### src/rtl/core/fsa_pkg.sv
// ----------------------------------------------------------------------------
// fsa_pkg
// Shared codes, widths and types of the falling-sand lattice block.
// ----------------------------------------------------------------------------
package fsa_pkg;

   // default lattice side, border included
   localparam int SIDE_DEF = 64;

   // fixed field widths of the item ports
   localparam int CODE_W  = 2;
   localparam int CRD_W   = 6;
   localparam int COUNT_W = 12;

   // cell codes
   localparam logic [CODE_W-1:0] CELL_EMPTY = 2'd0;
   localparam logic [CODE_W-1:0] CELL_SAND  = 2'd1;
   localparam logic [CODE_W-1:0] CELL_WALL  = 2'd2;

   // request codes
   localparam logic [CODE_W-1:0] REQ_WRITE = 2'd0;
   localparam logic [CODE_W-1:0] REQ_READ  = 2'd1;
   localparam logic [CODE_W-1:0] REQ_GEN   = 2'd2;

   // response status codes
   localparam logic [CODE_W-1:0] ST_OK    = 2'd0;
   localparam logic [CODE_W-1:0] ST_RANGE = 2'd1;
   localparam logic [CODE_W-1:0] ST_MASS  = 2'd2;
   localparam logic [CODE_W-1:0] ST_HALT  = 2'd3;

   typedef enum logic [2:0] {
      FSM_CLEAR,
      FSM_IDLE,
      FSM_ACCESS,
      FSM_READ,
      FSM_SWEEP,
      FSM_DRAIN,
      FSM_REPLY
   } fsm_state_type;

   // one evaluated interior cell from the window
   typedef struct packed {
      logic              vld;
      logic              old_sand;
      logic              new_sand;
      logic [CODE_W-1:0] nxt;
   } eval_type;

endpackage

### src/rtl/core/fsa_window.sv
// ----------------------------------------------------------------------------
// fsa_window
// Raster-order neighbourhood window: a two-row line buffer memory feeds a
// three-row by five-column register window, and the update rules are applied
// to its centre cell.
// ----------------------------------------------------------------------------
module fsa_window #(
   parameter int SIDE = fsa_pkg::SIDE_DEF
) (
   input  logic                       clock,
   input  logic                       reset,
   input  logic                       issue_vld,
   input  logic [$clog2(SIDE)-1:0]    issue_col,
   input  logic [$clog2(SIDE)-1:0]    issue_row,
   input  logic [fsa_pkg::CODE_W-1:0] lat_rdata,
   output fsa_pkg::eval_type          cell_eval,
   output logic [$clog2(SIDE)-1:0]    eval_col,
   output logic [$clog2(SIDE)-1:0]    eval_row,
   output logic                       busy
);

   localparam int IW = $clog2(SIDE);
   localparam int CW = fsa_pkg::CODE_W;

   logic          p1_vld_ff, p2_vld_ff;
   logic [IW-1:0] p1_col_ff, p1_row_ff, p2_col_ff, p2_row_ff;

   // entry x holds {cell two rows up, cell one row up} of column x
   logic [2*CW-1:0] lb_mem [SIDE];
   logic [2*CW-1:0] lb_q_ff;

   // row 0 is one row above the centre, column 2 is the centre column
   logic [CW-1:0] win_ff [3][5];

   always_ff @(posedge clock) begin
      if (reset) begin
         p1_vld_ff <= 1'b0;
         p2_vld_ff <= 1'b0;
      end else begin
         p1_vld_ff <= issue_vld;
         p2_vld_ff <= p1_vld_ff;
      end
   end

   always_ff @(posedge clock) begin
      p1_col_ff <= issue_col;
      p1_row_ff <= issue_row;
      p2_col_ff <= p1_col_ff;
      p2_row_ff <= p1_row_ff;
   end

   always_ff @(posedge clock) begin
      lb_q_ff <= lb_mem[issue_col];
      if (p1_vld_ff) begin
         lb_mem[p1_col_ff] <= {lb_q_ff[CW-1:0], lat_rdata};
      end
   end

   always_ff @(posedge clock) begin
      if (p1_vld_ff) begin
         for (int r = 0; r < 3; r++) begin
            for (int c = 0; c < 4; c++) begin
               win_ff[r][c] <= win_ff[r][c+1];
            end
         end
         win_ff[0][4] <= lb_q_ff[2*CW-1:CW];
         win_ff[1][4] <= lb_q_ff[CW-1:0];
         win_ff[2][4] <= lat_rdata;
      end
   end

   always_comb begin
      logic [CW-1:0] c, s7, s8, s9, s11, s12, s14, s15, s17, s18, s19, s20;
      logic [CW-1:0] nxt;
      c   = win_ff[1][2];
      s7  = win_ff[0][1];
      s8  = win_ff[0][2];
      s9  = win_ff[0][3];
      s11 = win_ff[1][0];
      s12 = win_ff[1][1];
      s14 = win_ff[1][3];
      s15 = win_ff[1][4];
      s17 = win_ff[2][1];
      s18 = win_ff[2][2];
      s19 = win_ff[2][3];
      s20 = win_ff[2][4];
      nxt = c;
      if (c == fsa_pkg::CELL_EMPTY) begin
         if (s8 == fsa_pkg::CELL_SAND) begin
            nxt = fsa_pkg::CELL_SAND;
         end else if (s8 == fsa_pkg::CELL_EMPTY && s9 == fsa_pkg::CELL_SAND &&
                      s14 >= fsa_pkg::CELL_SAND) begin
            nxt = fsa_pkg::CELL_SAND;
         end else if (s7 == fsa_pkg::CELL_SAND && s8 == fsa_pkg::CELL_EMPTY &&
                      s9 != fsa_pkg::CELL_SAND && s11 >= fsa_pkg::CELL_SAND &&
                      s12 >= fsa_pkg::CELL_SAND && s14 != fsa_pkg::CELL_SAND) begin
            nxt = fsa_pkg::CELL_SAND;
         end else begin
            nxt = fsa_pkg::CELL_EMPTY;
         end
      end else if (c == fsa_pkg::CELL_SAND) begin
         if (s18 == fsa_pkg::CELL_EMPTY) begin
            nxt = fsa_pkg::CELL_EMPTY;
         end else if (s12 == fsa_pkg::CELL_EMPTY && s17 == fsa_pkg::CELL_EMPTY) begin
            nxt = fsa_pkg::CELL_EMPTY;
         end else if (s14 == fsa_pkg::CELL_EMPTY && s15 != fsa_pkg::CELL_SAND &&
                      s17 >= fsa_pkg::CELL_SAND && s18 >= fsa_pkg::CELL_SAND &&
                      s19 == fsa_pkg::CELL_EMPTY && s20 != fsa_pkg::CELL_SAND) begin
            nxt = fsa_pkg::CELL_EMPTY;
         end else begin
            nxt = fsa_pkg::CELL_SAND;
         end
      end
      // window is complete only for interior centres
      cell_eval.vld      = p2_vld_ff && (p2_col_ff >= IW'(4)) && (p2_row_ff >= IW'(3));
      cell_eval.old_sand = (c == fsa_pkg::CELL_SAND);
      cell_eval.new_sand = (nxt == fsa_pkg::CELL_SAND);
      cell_eval.nxt      = nxt;
   end

   assign eval_col = p2_col_ff - IW'(2);
   assign eval_row = p2_row_ff - IW'(1);
   assign busy     = p1_vld_ff | p2_vld_ff;

endmodule

### config.mk
export PLATFORM = sky130hd
export DESIGN_NAME = fsa_window
export DESIGN_NICKNAME = d
export VERILOG_FILES = /design/src/rtl/core/fsa_pkg.sv /design/src/rtl/core/fsa_window.sv
export SDC_FILE = /design/constraint.sdc
export NUM_CORES = 1
export LEC_CHECK = 0
export CORE_ASPECT_RATIO = 0.5
export CORE_UTILIZATION = 40
export DETAILED_ROUTE_END_ITERATION = 10
export DONT_BUFFER_PORTS = 1
export GPL_TIMING_DRIVEN = 1
export SYNTH_ARGS = -nofsm -noshare
export SYNTH_HDL_FRONTEND = slang
export SYNTH_SLANG_ARGS = --single-unit
### constraint.sdc
create_clock -name clock -period 2.35 [get_ports clock]
set_clock_uncertainty 0.2 [all_clocks]
set_input_delay 0.1175 -clock clock [delete_from_list [all_inputs] [get_ports clock]]
set_output_delay 0.1175 -clock clock [all_outputs]
set_load 0.01 [all_outputs]
==> flow_metrics.py, run 1 <==
metrics = {
    "run_status": {
        "outcome": "completed",
    },
    "power": {
        "seqPwrFrac_pct": 54.8,
        "power_per_cell_area_mw_per_mm2": 830,
        "vdd_drop_max_uv": 502,
        "p_int_uw": 9050,
        "p_leak_uw": 0.00440,
        "p_sw_uw": 2340,
        "switching_share_pct": 20.5,
        "clkPwrFrac_pct": 40.5,
        "power_frac_comb_pct": 4.7,
    },
    "floorplan": {
        "die_area_mm2": 0.0308,
        "fp.dieW_um": 247,
        "num_rows": 44,
        "start_util_pct": 41.1,
        "io_pins": 35,
        "die_h_um": 125,
        "coreArea_mm2": 0.0293,
    },
    "yosys": {
        "synth.avg_cell_area_um2": 18.9,
        "synth_largest_area_cell": "edfxtp_1",
        "yosysTopAreaCellShare_pct": 70.3,
        "ys_ff_latch": 312,
        "ys_warn_count": 0,
        "synth-seq-area-share_pct": 75.3,
        "synthCells": 637,
        "synth_area_leaders": "edfxtp_1 70%, mux4_2 8.8%, dfxtp_1 5.0%, mux4_1 3.3%, nor2_1 2.5%",
        "yosysUniqueCellTypes": 42,
        "synth_nets": 657,
        "synth-main-ff-cell": "edfxtp_1",
        "synth_edf_count": 282,
        "synth_area_mm2": 0.0120,
        "async_flop_share_pct": 0,
    },
    "sta": {
        "final_hold_viol_count": 0,
        "worstMarginPinSlew_ps": 877,
        "fin_tns_setup_ps": 0,
        "slew_headroom_pct": 41.6,
        "period_minus_slack_ps": 2290,
        "finalMaxSlewViolations": 0,
        "period_share_pct": 97.4,
        "rsz0062_at_grt": "yes",
        "max_freq_mhz": 437,
        "setup_violations": 0,
    },
    "place": {
        "numPortBuffers": 0,
        "gp_congestion": 0.776,
        "dp.cells": 1008,
        "hpwl_mm": 14.8,
    },
    "critical_path": {
        "cpPeakStageDelay_ps": 430,
        "critPathCaptureType": "output pin",
        "crit_end": "cell_eval[2]",
        "crit_path_start_kind": "register",
        "startpoint": "win_ff[0][12]",
        "slowest_stage": "edfxtp_1",
        "reg2reg_from": "p1_vld_ff",
        "r2r-end": "lb_mem[14][0]",
        "cp.arrival_ps": 1970,
        "r2r_slack_ps": 250,
        "cp_cell_sequence": "nor2b_1, nor4b_2, a211oi_1, o22ai_2, nor2b_4",
        "critPathRequiredTime_ps": 2030,
        "worstRegToRegCells": 3,
        "crit_type": "register to output pin",
        "cp_max_fo": 4,
    },
    "layout": {
        "drive_gt1_share_pct": 17.0,
        "seqCellArea_mm2": 0.00907,
        "area_growth_pct": 13.9,
        "multi_input_area_mm2": 0.00273,
        "layout_common_cells": "282 x edfxtp_1, 81 x nor2_1, 47 x mux4_2",
        "post-route-util_pct": 46.8,
        "fillers": 2431,
        "diodes": 0,
        "fin_nets": 696,
        "instances_no_fill": 1089,
        "final_common_cell": "edfxtp_1",
    },
    "worst_hold_path": {
        "hp-class": "primary input to register",
        "hold_start": "issue_col[2]",
    },
    "clocking": {
        "clk_latency_ps": 550,
        "post-cts-setup-buffers": 0,
        "cts_made_buffers": 28,
        "clkTransAtPathRegs_ps": 70,
        "cts_buffer_depth": 3,
        "cts_root_buf": "clkbuf_16",
        "tritoncts": "built",
        "htreeDepth": 1,
        "clock-sinks": 312,
    },
    "route": {
        "route.detailed.drc": 0,
        "first_pass_iters": 5,
        "routed_via_density": 5.44,
        "ant_nets": 0,
        "vias": 5927,
        "drt-total-wl_mm": 25.4,
        "drtIter0Drc": 560,
        "post_drt_wl_per_cell_um": 23.3,
    },
    "global_routing": {
        "grt_pass1_wl_mm": 38.3,
        "grtUsageTotal_pct": 16.9,
        "grt_max_degree": 66,
        "gr-total-overflow": 0,
        "grt_pass1_vias": 6082,
        "antenna_found_initial": 0,
    },
    "run": {
        "drv_cap": 0,
    },
}
layout make-up:
cell class,count,share of cell area [%]
sequential,312,66.1
multi-input combinational,285,19.9
timing repair buffer,41,3.43
clock buffer,40,5.74
tap,391,3.57
inverter,8,0.219
clock inverter,12,0.985
Yosys cell counts (9+ instances only):
cell	instances
edfxtp_1	282
nor2_1	81
mux4_2	47
dfxtp_1	30
mux4_1	15
nand2_1	14
nor3_1	13
o22ai_1	12
buf_2	10
clkbuf_1	10
nand3_1	10
nand2b_1	9
nor2b_1	9
power groups by stage:
stage	logic (µW)	registers (µW)	clock network [µW]
5_1_grt	568	6250	4870
4_1_cts	534	6240	4670
6_report	531	6240	4610
3_3_place_gp	383	6360	0
2_1_floorplan	322	6360	0
3_5_place_dp	385	6360	0
state kept, by name (all words and copies together) (netlist names), 4 cells and up:
| register | cells |
|---|---|
| p2_row_ff | 6 |
| win_ff | 26 |
| p1_row_ff | 6 |
| p2_col_ff | 6 |
| lb_q_ff | 4 |
| p1_col_ff | 6 |
| lb_mem | 256 |
worst max-delay path, delay by kind of cell (launching register included):
family	cells	cell delay, ps
AND/OR/NAND/NOR	3	680
flip-flops	1	430
AO/OA/AOI/OAI	2	310
repair_timing:
item,4_1_cts,5_1_grt
endpoints found under the hold margin,148,0
endpoints found under the setup margin,1,2
resized for setup,4,1
hold buffers,29,0
pin swaps,1,0
per-stage QoR:
stage          area, µm²  hold slack, ps  total power (µW)  setup WS (ps)
6_report           13700            16.1             11400           61.9
2_1_floorplan      12000           -54.8              6680            233
4_1_cts            13700            1.85             11500           60.7
5_1_grt            13700            27.2             11700          -49.8
3_5_place_dp       12400           -54.7              6750            243
3_3_place_gp       12400           -54.7              6740            317
logic make-up (layout without fill, tap and decap cells):
logic type	Yosys count	in the layout	synth area share, %
flops	312	312	75.3
simple gates	163	163	6.46
mux	73	73	13.0
buf+inv	40	101	2.13
compound gates	39	39	2.24
xor+xnor	7	7	0.509
fa+ha+maj	3	3	0.312
per-layer routing:
metal  part of all wire [%]  wire length [µm]  global-route usage (%)
met5                      0                 0                       0
met4                    2.5               644                    4.37
met3                    5.9              1510                    3.38
met2                     47             12000                    26.6
met1                     44             11300                    24.2
worst min path at each step:
stage | end | slack, ps | cells after the start
floorplan | p1_col_ff[0] | -50 | 0
global placement | p1_row_ff[0] | -50 | 0
detailed placement | p1_row_ff[4] | -50 | 0
CTS | lb_q_ff[1] | 2 | 4
global route | p2_vld_ff | 30 | 2
finish | lb_q_ff[1] | 20 | 4
No activity file was read; power rests on OpenSTA's default activity.
==> inputs of run 2 (changes only) <==
--- a/config.mk
+++ b/config.mk
@@ -6,10 +6,13 @@
 export NUM_CORES = 1
 export LEC_CHECK = 0
 export CORE_ASPECT_RATIO = 0.5
+export CORE_MARGIN = 1
 export CORE_UTILIZATION = 40
 export DETAILED_ROUTE_END_ITERATION = 10
 export DONT_BUFFER_PORTS = 1
 export GPL_TIMING_DRIVEN = 1
+export PLACE_DENSITY = 0.53
+export SLEW_MARGIN = 20
 export SYNTH_ARGS = -nofsm -noshare
 export SYNTH_HDL_FRONTEND = slang
 export SYNTH_SLANG_ARGS = --single-unit
==> run 2 against run 1 <==
  * The flow now finishes with violations (DRC)
  * Combinational power increased by 2%
  * Sequential cell count unchanged
  * Register-to-register slack got worse by 30 ps
  * Cell count unchanged
  * First-iteration DRC count decreased by 2.3%
  * Critical path depth increased by 2
  * Maximum frequency increased by 1.4%
  * Cell area about the same
  * Non-clock buffer count unchanged
  * Sequential power about the same
  * Largest power group unchanged
==> flow_metrics.py, run 2 (synthesis results as in run 1) <==
metrics = {
    "layout": {
        "seqCellArea_mm2": 0.00907,
        "fillers": 2491,
        "fin_nets": 696,
        "largest_register": "lb_mem",
        "final_common_cell": "edfxtp_1",
        "multi_input_area_mm2": 0.00274,
        "diodes": 0,
        "area_growth_pct": 13.9,
        "largest_reg_flops": 256,
        "layout_common_cells": "282 x edfxtp_1, 81 x nor2_1, 47 x mux4_2",
        "drive_gt1_share_pct": 17.5,
        "instances_no_fill": 1089,
        "largestRegisters": "lb_mem (256), win_ff (26)",
    },
    "sta": {
        "worstMarginPinSlew_ps": 1090,
        "period_minus_slack_ps": 2260,
        "setup_violations": 0,
        "period_share_pct": 96.0,
        "worst_slack_ps": 94.4,
        "slew_headroom_pct": 27.5,
        "finalMaxSlewViolations": 0,
        "fin_tns_setup_ps": 0,
        "max_freq_mhz": 443,
        "final_hold_viol_count": 0,
    },
    "floorplan": {
        "die_area_mm2": 0.0308,
        "die_h_um": 125,
        "start_util_pct": 41.1,
        "num_rows": 44,
        "fp.dieW_um": 247,
        "coreArea_mm2": 0.0293,
        "io_pins": 35,
    },
    "route": {
        "route.detailed.drc": 1,
        "vias": 5969,
        "routed_via_density": 5.48,
        "ant_nets": 0,
        "first_pass_iters": 8,
        "drtIter0Drc": 547,
        "post_drt_wl_per_cell_um": 24.9,
        "drt-total-wl_mm": 27.1,
    },
    "critical_path": {
        "worstRegToRegCells": 2,
        "startpoint": "issue_col[2]",
        "cp_max_fo": 24,
        "crit_type": "primary input to register",
        "r2r_slack_ps": 220,
        "crit_end": "lb_q_ff[2]",
        "cp.arrival_ps": 2500,
        "reg2reg_from": "p1_col_ff[4]",
        "critPathCaptureType": "register",
        "critPathRequiredTime_ps": 2600,
        "r2r-end": "lb_mem[19][3]",
        "crit_path_start_kind": "primary input",
    },
    "clocking": {
        "clkTransAtPathRegs_ps": 70,
        "cts_buffer_depth": 3,
        "cts_root_buf": "clkbuf_16",
        "tritoncts": "built",
        "post-cts-setup-buffers": 0,
        "clk_latency_ps": 550,
        "clock-sinks": 312,
        "htreeDepth": 1,
        "cts_made_buffers": 28,
    },
    "place": {
        "place_ws_ps": 254,
        "numPortBuffers": 0,
        "hpwl_mm": 15.2,
        "gp_congestion": 0.805,
        "dp.cells": 1009,
    },
    "run": {
        "drv_cap": 0,
    },
    "global_routing": {
        "grt_max_degree": 66,
        "antenna_found_initial": 0,
        "grt_pass1_vias": 6030,
        "grtUsageTotal_pct": 18.0,
        "grt_pass1_wl_mm": 40.2,
        "gr-total-overflow": 0,
    },
    "power": {
        "power_per_cell_area_mw_per_mm2": 825,
        "p_leak_uw": 0.00441,
        "finalPower_uw": 11300,
        "vdd_drop_max_uv": 451,
    },
    "run_status": {
        "violations": "DRC",
        "outcome": "finished with violations",
    },
    "worst_hold_path": {
        "hp-class": "primary input to register",
    },
}
run 2: cell count changes in the layout (fill, tap and decap cells not counted), sizes merged:
| cell | change |
|---|---|
| clkinv | +3 |
| bufinv | -2 |
| clkinvlp | -1 |
run 2: area by class of cell:
| type | count | area share [%] |
|---|---|---|
| inverters | 8 | 0.219 |
| clock buffers | 40 | 6.04 |
| clock inverters | 12 | 0.593 |
| repair buffers | 41 | 3.43 |
| flip-flops and latches | 312 | 66.2 |
| multi-input cells | 285 | 20.0 |
| well taps | 391 | 3.57 |
run 2: per-layer routing:
| layer | global-route usage, % | vias to the layer above | share of wire [%] |
|---|---|---|---|
| met1 | 27.1 | 3147 | 47 |
| met3 | 3.21 | 34 | 4.9 |
| met5 | 0 | - | 0 |
| met4 | 3.54 | 0 | 1.7 |
| met2 | 27.5 | 159 | 46 |
| li1 | - | 2629 | - |
run 2: worst min-delay path by stage:
stage	start	endpoint	slack (ps)	cells after the start
2_1_floorplan	issue_col[0]	p1_col_ff[0]	-50	0
3_3_place_gp	issue_row[0]	p1_row_ff[0]	-50	0
3_5_place_dp	issue_row[5]	p1_row_ff[5]	-50	0
4_1_cts	issue_col[3]	lb_q_ff[1]	2	4
5_1_grt	issue_col[1]	lb_q_ff[2]	3	3
6_report	issue_col[0]	lb_q_ff[0]	4	4
run 2: report_power, final:
group | internal (µW) | total, µW | switching [µW]
logic | 228 | 543 | 316
registers | 6170 | 6240 | 69.7
clock network | 2560 | 4540 | 1980
total | 8950 | 11300 | 2360
run 2: what timing repair did:
action,in CTS,in global routing
hold buffers,28,0
gates resized for setup,1,5
endpoints found under the setup margin,1,5
endpoints found under the hold margin,148,0
pin swaps,0,1
run 2: critical path: stages:
cell,delay [ps]
dlygate4sd3_1,840
buf_12,260
or3b_2,180
o22ai_1,80
or3_1,370
or4_1,510
o221ai_1,140
run 2: per-stage QoR:
step / utilization [%] / instance area, µm² / hold slack, ps
2_1_floorplan: - / 12000 / -54.8
3_3_place_gp: 42.4 / 12400 / -54.7
3_5_place_dp: 42.4 / 12400 / -54.7
4_1_cts: 46.7 / 13700 / 2.20
5_1_grt: 46.8 / 13700 / 3.28
6_report: 46.8 / 13700 / 3.57
